===== config.mk =====
export PLATFORM = sky130hd
export DESIGN_NAME = yuv420_quad_to_rgb565_unit_flat
export DESIGN_NICKNAME = d
export VERILOG_FILES = /design/src/hdl/yuv2rgb_pkg.sv /design/src/hdl/yuv2rgb_req_if.sv /design/src/hdl/yuv2rgb_rsp_if.sv /design/src/hdl/yuv2rgb_pixel.sv /design/src/hdl/yuv420_quad_to_rgb565_unit.sv /design/src/flat_wrapper.sv
export SDC_FILE = /design/constraint.sdc
export NUM_CORES = 1
export LEC_CHECK = 0
export ABC_CLOCK_PERIOD_IN_PS = 5600
export CORE_MARGIN = 5
export CORE_UTILIZATION = 40
export DETAILED_ROUTE_END_ITERATION = 10
export DONT_BUFFER_PORTS = 1
export HOLD_SLACK_MARGIN = 0.06
export MAX_ROUTING_LAYER = met4
export SETUP_SLACK_MARGIN = 0.02
export SKIP_CTS_REPAIR_TIMING = 1
export SYNTH_ARGS = -nofsm -noshare
export SYNTH_HDL_FRONTEND = slang
export SYNTH_SLANG_ARGS = --single-unit

===== constraint.sdc =====
create_clock -name clock -period 5.6 [get_ports clock]
set_clock_uncertainty 0.2 [all_clocks]
set_input_delay 0 -clock clock [delete_from_list [all_inputs] [get_ports clock]]
set_output_delay 0 -clock clock [all_outputs]
set_load 0.005 [all_outputs]

===== src/hdl/yuv2rgb_pkg.sv =====
// Shared types, widths and chroma tables of the YUV 4:2:0 quad to RGB565 unit.
// No dependencies; every other file of the unit imports this package.

package yuv2rgb_pkg;

   localparam int SampleWidth = 8;
   localparam int TermWidth   = 9;
   localparam int SumWidth    = 11;
   localparam int PixelWidth  = 16;
   localparam int WordWidth   = 32;
   localparam int TableDepth  = 256;
   localparam int ChromaBias  = 128;
   localparam int MilliScale  = 1000;
   localparam int FineScale   = 100000;

   typedef logic [SampleWidth-1:0]        sample_type;
   typedef logic signed [TermWidth-1:0]   term_type;
   typedef logic signed [SumWidth-1:0]    sum_type;
   typedef logic [PixelWidth-1:0]         pixel_type;
   typedef logic [WordWidth-1:0]          word_type;
   typedef term_type                      term_table_type [TableDepth];

   typedef struct packed {
      term_type ub;
      term_type ug;
      term_type vg;
      term_type vr;
   } chroma_terms_type;

   // Coefficient scaled by one thousand, product truncated toward zero.
   function automatic term_table_type build_milli_table(input int coef);
      term_table_type tab;
      int             offset;
      for (int i = 0; i < TableDepth; i++) begin
         offset = i - ChromaBias;
         tab[i] = term_type'((coef * offset) / MilliScale);
      end
      return tab;
   endfunction

   // Coefficient scaled by one hundred thousand, product truncated toward zero.
   function automatic term_table_type build_fine_table(input int coef);
      term_table_type tab;
      int             offset;
      for (int i = 0; i < TableDepth; i++) begin
         offset = i - ChromaBias;
         tab[i] = term_type'((coef * offset) / FineScale);
      end
      return tab;
   endfunction

   localparam term_table_type UB_TABLE = build_milli_table(1772);
   localparam term_table_type UG_TABLE = build_fine_table(34414);
   localparam term_table_type VG_TABLE = build_fine_table(71414);
   localparam term_table_type VR_TABLE = build_milli_table(1402);

endpackage


===== src/hdl/yuv2rgb_req_if.sv =====
// Input channel of the unit: one 2x2 quad of luma with its shared chroma pair.
// Depends on yuv2rgb_pkg for the sample type.

interface yuv2rgb_req_if import yuv2rgb_pkg::*; ();
   logic       valid;
   logic       ready;
   sample_type luma_top_left;
   sample_type luma_top_right;
   sample_type luma_bottom_left;
   sample_type luma_bottom_right;
   sample_type cb_sample;
   sample_type cr_sample;

   modport source (
      output valid, luma_top_left, luma_top_right, luma_bottom_left,
             luma_bottom_right, cb_sample, cr_sample,
      input  ready
   );

   modport sink (
      input  valid, luma_top_left, luma_top_right, luma_bottom_left,
             luma_bottom_right, cb_sample, cr_sample,
      output ready
   );
endinterface


===== src/hdl/yuv2rgb_rsp_if.sv =====
// Result channel of the unit: two packed RGB565 row words per quad.
// Depends on yuv2rgb_pkg for the word type.

interface yuv2rgb_rsp_if import yuv2rgb_pkg::*; ();
   logic     valid;
   logic     ready;
   word_type top_word;
   word_type bottom_word;

   modport source (
      output valid, top_word, bottom_word,
      input  ready
   );

   modport sink (
      input  valid, top_word, bottom_word,
      output ready
   );
endinterface


===== src/hdl/yuv2rgb_pixel.sv =====
// Converts one luma sample with the quad's chroma terms into an RGB565 pixel.
// Depends on yuv2rgb_pkg for the term struct and widths.

module yuv2rgb_pixel import yuv2rgb_pkg::*; (
   input  sample_type       luma,
   input  chroma_terms_type terms,
   output pixel_type        pixel
);

   sum_type    luma_ext;
   sum_type    blue_sum;
   sum_type    green_sum;
   sum_type    red_sum;
   sample_type blue;
   sample_type green;
   sample_type red;

   function automatic sample_type clamp_byte(input sum_type value);
      sample_type result;
      if (value < 0) begin
         result = '0;
      end else if (value > sum_type'(255)) begin
         result = '1;
      end else begin
         result = value[SampleWidth-1:0];
      end
      return result;
   endfunction

   assign luma_ext  = sum_type'({1'b0, luma});
   assign blue_sum  = luma_ext + sum_type'(terms.ub);
   assign green_sum = luma_ext - sum_type'(terms.ug) - sum_type'(terms.vg);
   assign red_sum   = luma_ext + sum_type'(terms.vr);

   assign blue  = clamp_byte(blue_sum);
   assign green = clamp_byte(green_sum);
   assign red   = clamp_byte(red_sum);

   assign pixel = {red[7:3], green[7:2], blue[7:3]};

endmodule


===== src/hdl/yuv420_quad_to_rgb565_unit.sv =====
// YUV 4:2:0 quad to RGB565 converter, top level.
// Depends on yuv2rgb_pkg, yuv2rgb_req_if, yuv2rgb_rsp_if and yuv2rgb_pixel.
//
// The req_ch channel takes one 2x2 quad per transfer: four luma samples and the
// shared Cb and Cr bytes. The rsp_ch channel returns one transfer per quad: the
// top and bottom row words, each with the left pixel in bits 15:0 and the right
// pixel in bits 31:16, in RGB565.
// The chroma terms are read from constant tables as the quad enters the input
// register; the additions, clamping and packing lie between the input register
// and the result register. One quad can be transferred in every cycle while
// the receiver keeps rsp_ch.ready high.
// Reset clears both valid flags; the block then accepts a quad at once.
// When the receiver stalls, the result register holds its word and the input
// register still takes one more quad, so two quads are held before req_ch.ready
// falls. Each register advances as soon as the one behind it frees.

module yuv420_quad_to_rgb565_unit import yuv2rgb_pkg::*; (
   input  logic          clock,
   input  logic          reset,
   yuv2rgb_req_if.sink   req_ch,
   yuv2rgb_rsp_if.source rsp_ch
);

   logic             in_valid_ff;
   logic             in_valid_in;
   sample_type       luma_ff [4];
   chroma_terms_type terms_ff;
   chroma_terms_type terms_in;
   logic             out_valid_ff;
   logic             out_valid_in;
   word_type         top_word_ff;
   word_type         bottom_word_ff;
   pixel_type        pixels [4];
   logic             in_ready;
   logic             out_ready;
   logic             req_transfer;
   logic             stage_transfer;

   assign out_ready      = !out_valid_ff || rsp_ch.ready;
   assign in_ready       = !in_valid_ff || out_ready;
   assign req_transfer   = req_ch.valid && in_ready;
   assign stage_transfer = in_valid_ff && out_ready;

   assign req_ch.ready = in_ready;

   assign terms_in.ub = UB_TABLE[req_ch.cb_sample];
   assign terms_in.ug = UG_TABLE[req_ch.cb_sample];
   assign terms_in.vg = VG_TABLE[req_ch.cr_sample];
   assign terms_in.vr = VR_TABLE[req_ch.cr_sample];

   assign in_valid_in  = in_ready ? req_ch.valid : in_valid_ff;
   assign out_valid_in = out_ready ? in_valid_ff : out_valid_ff;

   always_ff @(posedge clock) begin
      if (reset) begin
         in_valid_ff  <= 1'b0;
         out_valid_ff <= 1'b0;
      end else begin
         in_valid_ff  <= in_valid_in;
         out_valid_ff <= out_valid_in;
      end
   end

   always_ff @(posedge clock) begin
      if (req_transfer) begin
         luma_ff[0] <= req_ch.luma_top_left;
         luma_ff[1] <= req_ch.luma_top_right;
         luma_ff[2] <= req_ch.luma_bottom_left;
         luma_ff[3] <= req_ch.luma_bottom_right;
         terms_ff   <= terms_in;
      end
   end

   for (genvar p = 0; p < 4; p++) begin : g_pixel
      yuv2rgb_pixel u_pixel (
         .luma  (luma_ff[p]),
         .terms (terms_ff),
         .pixel (pixels[p])
      );
   end

   always_ff @(posedge clock) begin
      if (stage_transfer) begin
         top_word_ff    <= {pixels[1], pixels[0]};
         bottom_word_ff <= {pixels[3], pixels[2]};
      end
   end

   assign rsp_ch.valid       = out_valid_ff;
   assign rsp_ch.top_word    = top_word_ff;
   assign rsp_ch.bottom_word = bottom_word_ff;

   // A transferred quad always lands in the input register.
   assert property (@(posedge clock) disable iff (reset)
      req_transfer |=> in_valid_ff)
      else $error("transferred quad not held in the input register");

   // A held quad that moves on always fills the result register.
   assert property (@(posedge clock) disable iff (reset)
      stage_transfer |=> out_valid_ff)
      else $error("quad lost between input and result registers");

   // A blocked quad keeps its chroma terms until the result register frees.
   assert property (@(posedge clock) disable iff (reset)
      (in_valid_ff && !out_ready) |=> (in_valid_ff && $stable(terms_ff)))
      else $error("blocked quad changed in the input register");

   // With both registers empty the block must take a quad.
   assert property (@(posedge clock) disable iff (reset)
      (!in_valid_ff && !out_valid_ff) |-> req_ch.ready)
      else $error("empty pipeline refuses a quad");

endmodule

===== src/flat_wrapper.sv =====
// flat-port wrapper written by rule: the top's interface ports become plain ports
module yuv420_quad_to_rgb565_unit_flat import yuv2rgb_pkg::*;
  (clock, reset, req_ch_valid, req_ch_luma_top_left, req_ch_luma_top_right, req_ch_luma_bottom_left, req_ch_luma_bottom_right, req_ch_cb_sample, req_ch_cr_sample, req_ch_ready, rsp_ch_valid, rsp_ch_top_word, rsp_ch_bottom_word, rsp_ch_ready);
  yuv2rgb_req_if req_ch_i ();
  yuv2rgb_rsp_if rsp_ch_i ();
  input  logic clock;
  input  logic reset;
  input wire logic [$bits(req_ch_i.valid)-1:0] req_ch_valid;
  input wire logic [$bits(req_ch_i.luma_top_left)-1:0] req_ch_luma_top_left;
  input wire logic [$bits(req_ch_i.luma_top_right)-1:0] req_ch_luma_top_right;
  input wire logic [$bits(req_ch_i.luma_bottom_left)-1:0] req_ch_luma_bottom_left;
  input wire logic [$bits(req_ch_i.luma_bottom_right)-1:0] req_ch_luma_bottom_right;
  input wire logic [$bits(req_ch_i.cb_sample)-1:0] req_ch_cb_sample;
  input wire logic [$bits(req_ch_i.cr_sample)-1:0] req_ch_cr_sample;
  output wire logic [$bits(req_ch_i.ready)-1:0] req_ch_ready;
  output wire logic [$bits(rsp_ch_i.valid)-1:0] rsp_ch_valid;
  output wire logic [$bits(rsp_ch_i.top_word)-1:0] rsp_ch_top_word;
  output wire logic [$bits(rsp_ch_i.bottom_word)-1:0] rsp_ch_bottom_word;
  input wire logic [$bits(rsp_ch_i.ready)-1:0] rsp_ch_ready;
  assign req_ch_i.valid = req_ch_valid;
  assign req_ch_i.luma_top_left = req_ch_luma_top_left;
  assign req_ch_i.luma_top_right = req_ch_luma_top_right;
  assign req_ch_i.luma_bottom_left = req_ch_luma_bottom_left;
  assign req_ch_i.luma_bottom_right = req_ch_luma_bottom_right;
  assign req_ch_i.cb_sample = req_ch_cb_sample;
  assign req_ch_i.cr_sample = req_ch_cr_sample;
  assign req_ch_ready = req_ch_i.ready;
  assign rsp_ch_valid = rsp_ch_i.valid;
  assign rsp_ch_top_word = rsp_ch_i.top_word;
  assign rsp_ch_bottom_word = rsp_ch_i.bottom_word;
  assign rsp_ch_i.ready = rsp_ch_ready;
  yuv420_quad_to_rgb565_unit u_core (.clock(clock), .reset(reset), .req_ch(req_ch_i), .rsp_ch(rsp_ch_i));
endmodule

Word level (Yosys, flattened, before mapping)
Memories as Yosys holds them, arrays and structs flattened. A register that Yosys moved wholly into a read port is not among the register bits.
Cells that the tools add are included.

storage, ports and cells
  register bits after elaboration = 66
  bits in writable memories = 32
  bits in read-only memories = 9216
  bits of input ports = 52
  output and inout bits = 66
  logic and storage cells = 81
  memories kept = 5

cells by class
  add/sub/neg operators = 16
  order comparisons = 24
  mux-type cells = 14
  bitwise gates (word level) = 2
  reduce and logical (&&, ||, !) cells = 6

memory list
  memory           depth  bits a word  rd ports  clocked after memory_dff  wr ports  RTL line                          RTL
  (no name shown)  256    9            1         1                         0         yuv420_quad_to_rgb565_unit.sv:48  assign terms_in.vg = VG_TABLE[req_ch.cr_sample];
  (no name shown)  256    9            1         1                         0         yuv420_quad_to_rgb565_unit.sv:49  assign terms_in.vr = VR_TABLE[req_ch.cr_sample];
  (no name shown)  256    9            1         1                         0         yuv420_quad_to_rgb565_unit.sv:46  assign terms_in.ub = UB_TABLE[req_ch.cb_sample];
  (no name shown)  256    9            1         1                         0         yuv420_quad_to_rgb565_unit.sv:47  assign terms_in.ug = UG_TABLE[req_ch.cb_sample];
  u_core.luma_ff   4      8            4         0                         4         yuv420_quad_to_rgb565_unit.sv:26  sample_type luma_ff [4];

operator list
  cell                                                                            count
  8-bit two-way mux                                                               12
  9-bit by 9-bit adder with 10-bit output                                         8
  10-bit by 9-bit > comparator with 1-bit output (second input constant)          8
  10-bit by 1-bit less-than comparator with 1-bit output (second input constant)  8
  11-bit by 9-bit > comparator with 1-bit output (second input constant)          4
  11-bit by 1-bit less-than comparator with 1-bit output (second input constant)  4
  10-bit by 9-bit subtractor with 11-bit output                                   4
  9-bit by 9-bit subtractor with 10-bit output                                    4
  8-bit inverter with 9-bit output                                                2
  1-bit logical AND                                                               2
  1-bit logical NOT                                                               2
  1-bit logical OR                                                                2
  1-bit two-way mux                                                               2

Depth between registers and ports, before layout
  depth in word-level cells = 6
  mapped depth = 10
  depth with buffers taken out = 10

Cells and area by module
From an unflattened synthesis, not the netlist that was laid out.

second synthesis, totals
  cells, all modules = 1896
  area, all modules = 15887.7 um^2

modules (own cells, without submodules)
  module                                         times used  cells each  area an instance (um^2)  sequential area each (um^2)
  yuv420_quad_to_rgb565_unit                     1           1098        9710.6                   3913.8
  yuv2rgb_pixel (u_core.g_pixel[2].u_pixel ...)  2           204         1571.5                   0.0
  yuv2rgb_pixel (u_core.g_pixel[0].u_pixel)      1           195         1535.2                   0.0
  yuv2rgb_pixel (u_core.g_pixel[1].u_pixel)      1           195         1498.9                   0.0

Worst setup path before layout
OpenSTA, ideal clock, no wires.

  kind = reg-to-reg
  start = reg u_core.out_valid_ff (netlist: u_core.rsp_ch.valid)
  end = reg u_core.bottom_word_ff[0] (netlist: u_core.rsp_ch.bottom_word[0]) (enable)
  setup time = 0.494 ns
  arrival = 3.323 ns
  path slack = 1.583 ns
  stages on the path, launching flop included = 3
  buffers on the path = 0
  clock period less this slack = 4.017 ns
  cells stage by stage = dfxtp_1 nor2b_1 nor2b_1

between the ends
  longest elaborated chain between the ends = 3

ends and longest elaborated chain
  what                       RTL line                          RTL
  start, declared            yuv420_quad_to_rgb565_unit.sv:29  logic out_valid_ff;
  start signal, assigned     yuv420_quad_to_rgb565_unit.sv:60  out_valid_ff <= out_valid_in;
  1-bit logical NOT          yuv420_quad_to_rgb565_unit.sv:39  assign out_ready = !out_valid_ff || rsp_ch.ready;
  1-bit logical OR           yuv420_quad_to_rgb565_unit.sv:39
  1-bit logical AND          yuv420_quad_to_rgb565_unit.sv:42  assign stage_transfer = in_valid_ff && out_ready;
  via u_core.stage_transfer  yuv420_quad_to_rgb565_unit.sv:37  logic stage_transfer;
  end signal, assigned       yuv420_quad_to_rgb565_unit.sv:85  bottom_word_ff <= {pixels[3], pixels[2]};
  end, declared              yuv420_quad_to_rgb565_unit.sv:32  word_type bottom_word_ff;

The timed path passes the listed nets, and every way through them passes these cells.
A chain may end at the register's enable or synchronous reset.

Worst setup path in the final report
  start = in req_ch_cr_sample[3]
  end = reg u_core.terms_ff[4] (netlist name)

between the ends
  longest elaborated chain between the ends = 1

ends and longest elaborated chain
  what                                                    RTL line                          RTL
  start, declared                                         flat_wrapper.sv:14                input wire logic [$bits(req_ch_i.cr_sample)-1:0] req_ch_cr_sample;
  8-bit inverter with 9-bit output (not written as such)  yuv420_quad_to_rgb565_unit.sv:49

Every way passes these cells.

==> impl_metrics.yaml <==
synth:
  synth_top_flop_cell: "edfxtp_1"
  synthSimpleGateAreaFrac: 0.155
  synth_compound_gate_area_share: 0.291
  synth_top_cell_area_share: 0.255
  synth_edf_count: 129
  synth_top_family_by_area: "compound AO/OA/AOI/OAI gates"
  postSynth.asyncResetShare: 0
  synthAdderAreaFrac: 0.164
  synth_area_leaders: "edfxtp_1 (26%), ha_1 (10%), fa_1 (5.8%)"
  ys_ff_latch: 131
  synth_cell_type_count: 85
  synth.mux.area_fraction: 0.0395
  syn_inst: 1760
  synth.most_common_cell: "a21oi_1"
  yosys_warnings: 0
  syn-mean-instance-area_sq_um: 8.63
  synth.yosys.seq_area_share: 0.258
  synthesis.area_sq_mm: 0.0152
  yosys.area.top_type: "edfxtp_1"
  synthTopCellsByCount: "a21oi_1 (164), nor2_1 (150), o21ai_0 (135), edfxtp_1 (129), ha_1 (127)"
  synth_nets: 1983
  synth_xor_xnor_area_share: 0.0375
layout:
  syn_to_final_growth_pct: 12.6
  fin_util: 0.455
  fill_cells: 3593
  drive_gt1_frac: 0.0475
  nets: 2001
setup_path:
  arrival_ns: 3.91
  worstSetupStartpointType: "input pin"
  crit_type: "in2reg"
  worst_setup_path_end_kind: "register"
  cp_slowest_cell: "dlygate4sd3_1"
  r2r-start: "u_core.terms_ff[25]"
  cp_common_cell: "dlygate4sd3_1"
  required_ns: 5.70
  rrSetupSlack_ns: 2.01
  slowest_delay_ns: 0.93
  critPathMaxFanout: 80
  crit_chain: "dlygate4sd3_1 > and2_0 > nand2_1 > o21ai_0 > o21a_1 > dlygate4sd3_1 > o221ai_1 > dlygate4sd3_1 > o21ai_0 > dlygate4sd3_1"
  timing.rr.end: "u_core.rsp_ch.top_word[24]"
  reg2regPathDepth: 9
worst_hold_path:
  whs_endpoint: "u_core.terms_ff[28]"
  min_path_type: "in2reg"
  worstHoldStart: "req_ch_cb_sample[4]"
  min_path_cells: 5
detailed_routing:
  vias: 14300
  drt-initial-drc-count: 1528
  routed_wl_um: 49600
  post_drt_wl_per_cell_um: 21.5
  drc: 0
  viasPerCell: 6.19
  ant_nets: 0
  first_pass_iters: 5
timing:
  hold_violations: 0
  maxSlewViolCount: 0
  max_slew.worst_pin.slew_ns: 1.10
  fin_crit_sh: 0.680
  slew_headroom: 0.262
  finalSetupTns_ns: 0
  setup_viol: 0
  layout_min_cycle_time_ns: 3.81
  rsz0062_at_grt: "no"
  fin_ws_ns: 1.79
  fmax_mhz: 263
global_route:
  grt_first_pass_wirelength_um: 72900
  global_route.overflow_total: 0
  grt_start_max_net_pins: 94
  antenna_found_initial: 1
  grt_pass1_vias: 12700
  track_usage: 0.223
die:
  fp-row-count: 71
  core_sq_mm: 0.0376
  die_h_um: 205
  io_pins: 118
  die_area_sq_mm: 0.0419
  dieWidth_um: 205
  initial_utilization: 0.404
pwr:
  ir_worst_vdd_mv: 0.209
  total_power_mw: 4.27
  power.leakage_nw: 6.42
  power_density_mw_per_mm2: 250
run_status:
  status: "finished, final reports clean"
job:
  drv_cap: 0
placement:
  port-buffer-count: 0
  post-dp-hpwl_um: 34300
  dp_worst_setup_slack_ns: 2.08
  place_congestion: 0.944
clock_network:
  cts_tree: "yes"
  root_buffer: "clkbuf_16"
  cts.path.max_buffers: 2
  htree_levels: 4
  cts_sinks: 131
  cts_made_buffers: 17
  clk_latency_ns: 0.44
  clk_pin_slew_worst_paths_ns: 0.06
per-stage QoR:
step	cells	hold slack, ns	area (sq um)
floorplan	1760	-0.128	15200
global placement	2161	-0.126	15300
detailed placement	2161	-0.122	15300
CTS	2193	-0.578	16000
global route	2303	0.0619	17100
finish	2303	0.00234	17100
cell families (layout without fill, tap and decap cells):
logic type	Yosys count	count (layout)
compound gates	666	666
simple gates	489	489
fa+ha+maj	173	173
xor+xnor	65	65
flops	131	131
buf+inv	199	230
other cells	0	1
mux	37	37
state kept, by name (all words and copies together) (netlist names):
| register | cells |
|---|---|
| u_core.in_valid_ff | 1 |
| u_core.terms_ff | 33 |
| u_core.rsp_ch.bottom_word | 32 |
| u_core.rsp_ch.valid | 1 |
| u_core.rsp_ch.top_word | 32 |
| u_core.luma_ff | 32 |
cells in the final DEF, fill, tap and decap left out, drive strengths merged, types with 34 or more instances in the layout:
cell type / netlist / final
a21oi: 164 / 164
nor2: 150 / 150
o21ai: 137 / 137
edfxtp: 129 / 129
ha: 127 / 127
nand2: 123 / 123
dlygate4sd3: 0 / 105
inv: 84 / 86
o21a: 58 / 58
nor2b: 48 / 48
fa: 44 / 44
a211oi: 41 / 41
nand2b: 37 / 37
o211ai: 35 / 35
xnor2: 35 / 35
nor3: 34 / 34
worst max-delay path, delay by kind of cell:
family	cells	cell delay, ns
simple gates	2	0.71
buf+inv	4	2.66
compound gates	4	0.51
final cells by class:
cell class | instances | area (sq um) | area share
Timing Repair Buffer | 111 | 1150 | 0.0671
Inverter | 87 | 327 | 0.0191
Antenna cell | 1 | 2.50 | 0.000146
Clock inverter | 15 | 206 | 0.0121
Multi-Input combinational cell | 1430 | 10400 | 0.610
Tap cell | 511 | 639 | 0.0374
Clock buffer | 17 | 425 | 0.0249
Sequential cell | 131 | 3910 | 0.229
per-layer routing:
layer | global-route usage | vias up | wire length (um)
met3 | 0.0342 | 106 | 3450
met2 | 0.366 | 665 | 23600
li1 | - | 6658 | -
met5 | - | - | 0
met4 | 0.0579 | 0 | 1280
met1 | 0.291 | 6831 | 21200
worst max path at each step:
stage	startpoint	end	slack, ns	cells after the start
after floorplan	u_core.rsp_ch.valid	u_core.rsp_ch.bottom_word[0]	1.58	2
after global placement	u_core.terms_ff[25]	u_core.rsp_ch.top_word[24]	2.13	9
after detailed placement	u_core.luma_ff[1][0]	u_core.rsp_ch.top_word[21]	2.08	7
after CTS	u_core.luma_ff[1][0]	u_core.rsp_ch.top_word[21]	2.04	7
after global routing	req_ch_cr_sample[3]	u_core.terms_ff[4]	1.79	10
final	req_ch_cr_sample[3]	u_core.terms_ff[4]	1.79	10
power by group:
| part | switching (mW) | internal (mW) | total (mW) | leakage (nW) |
|---|---|---|---|---|
| Sequential | 0.0939 | 1.23 | 1.33 | 1.25 |
| Combinational | 0.993 | 0.749 | 1.74 | 4.86 |
| Clock | 0.455 | 0.749 | 1.20 | 0.304 |
| Total | 1.54 | 2.73 | 4.27 | 6.42 |
Note: power is estimated with default switching activity, not from simulation.
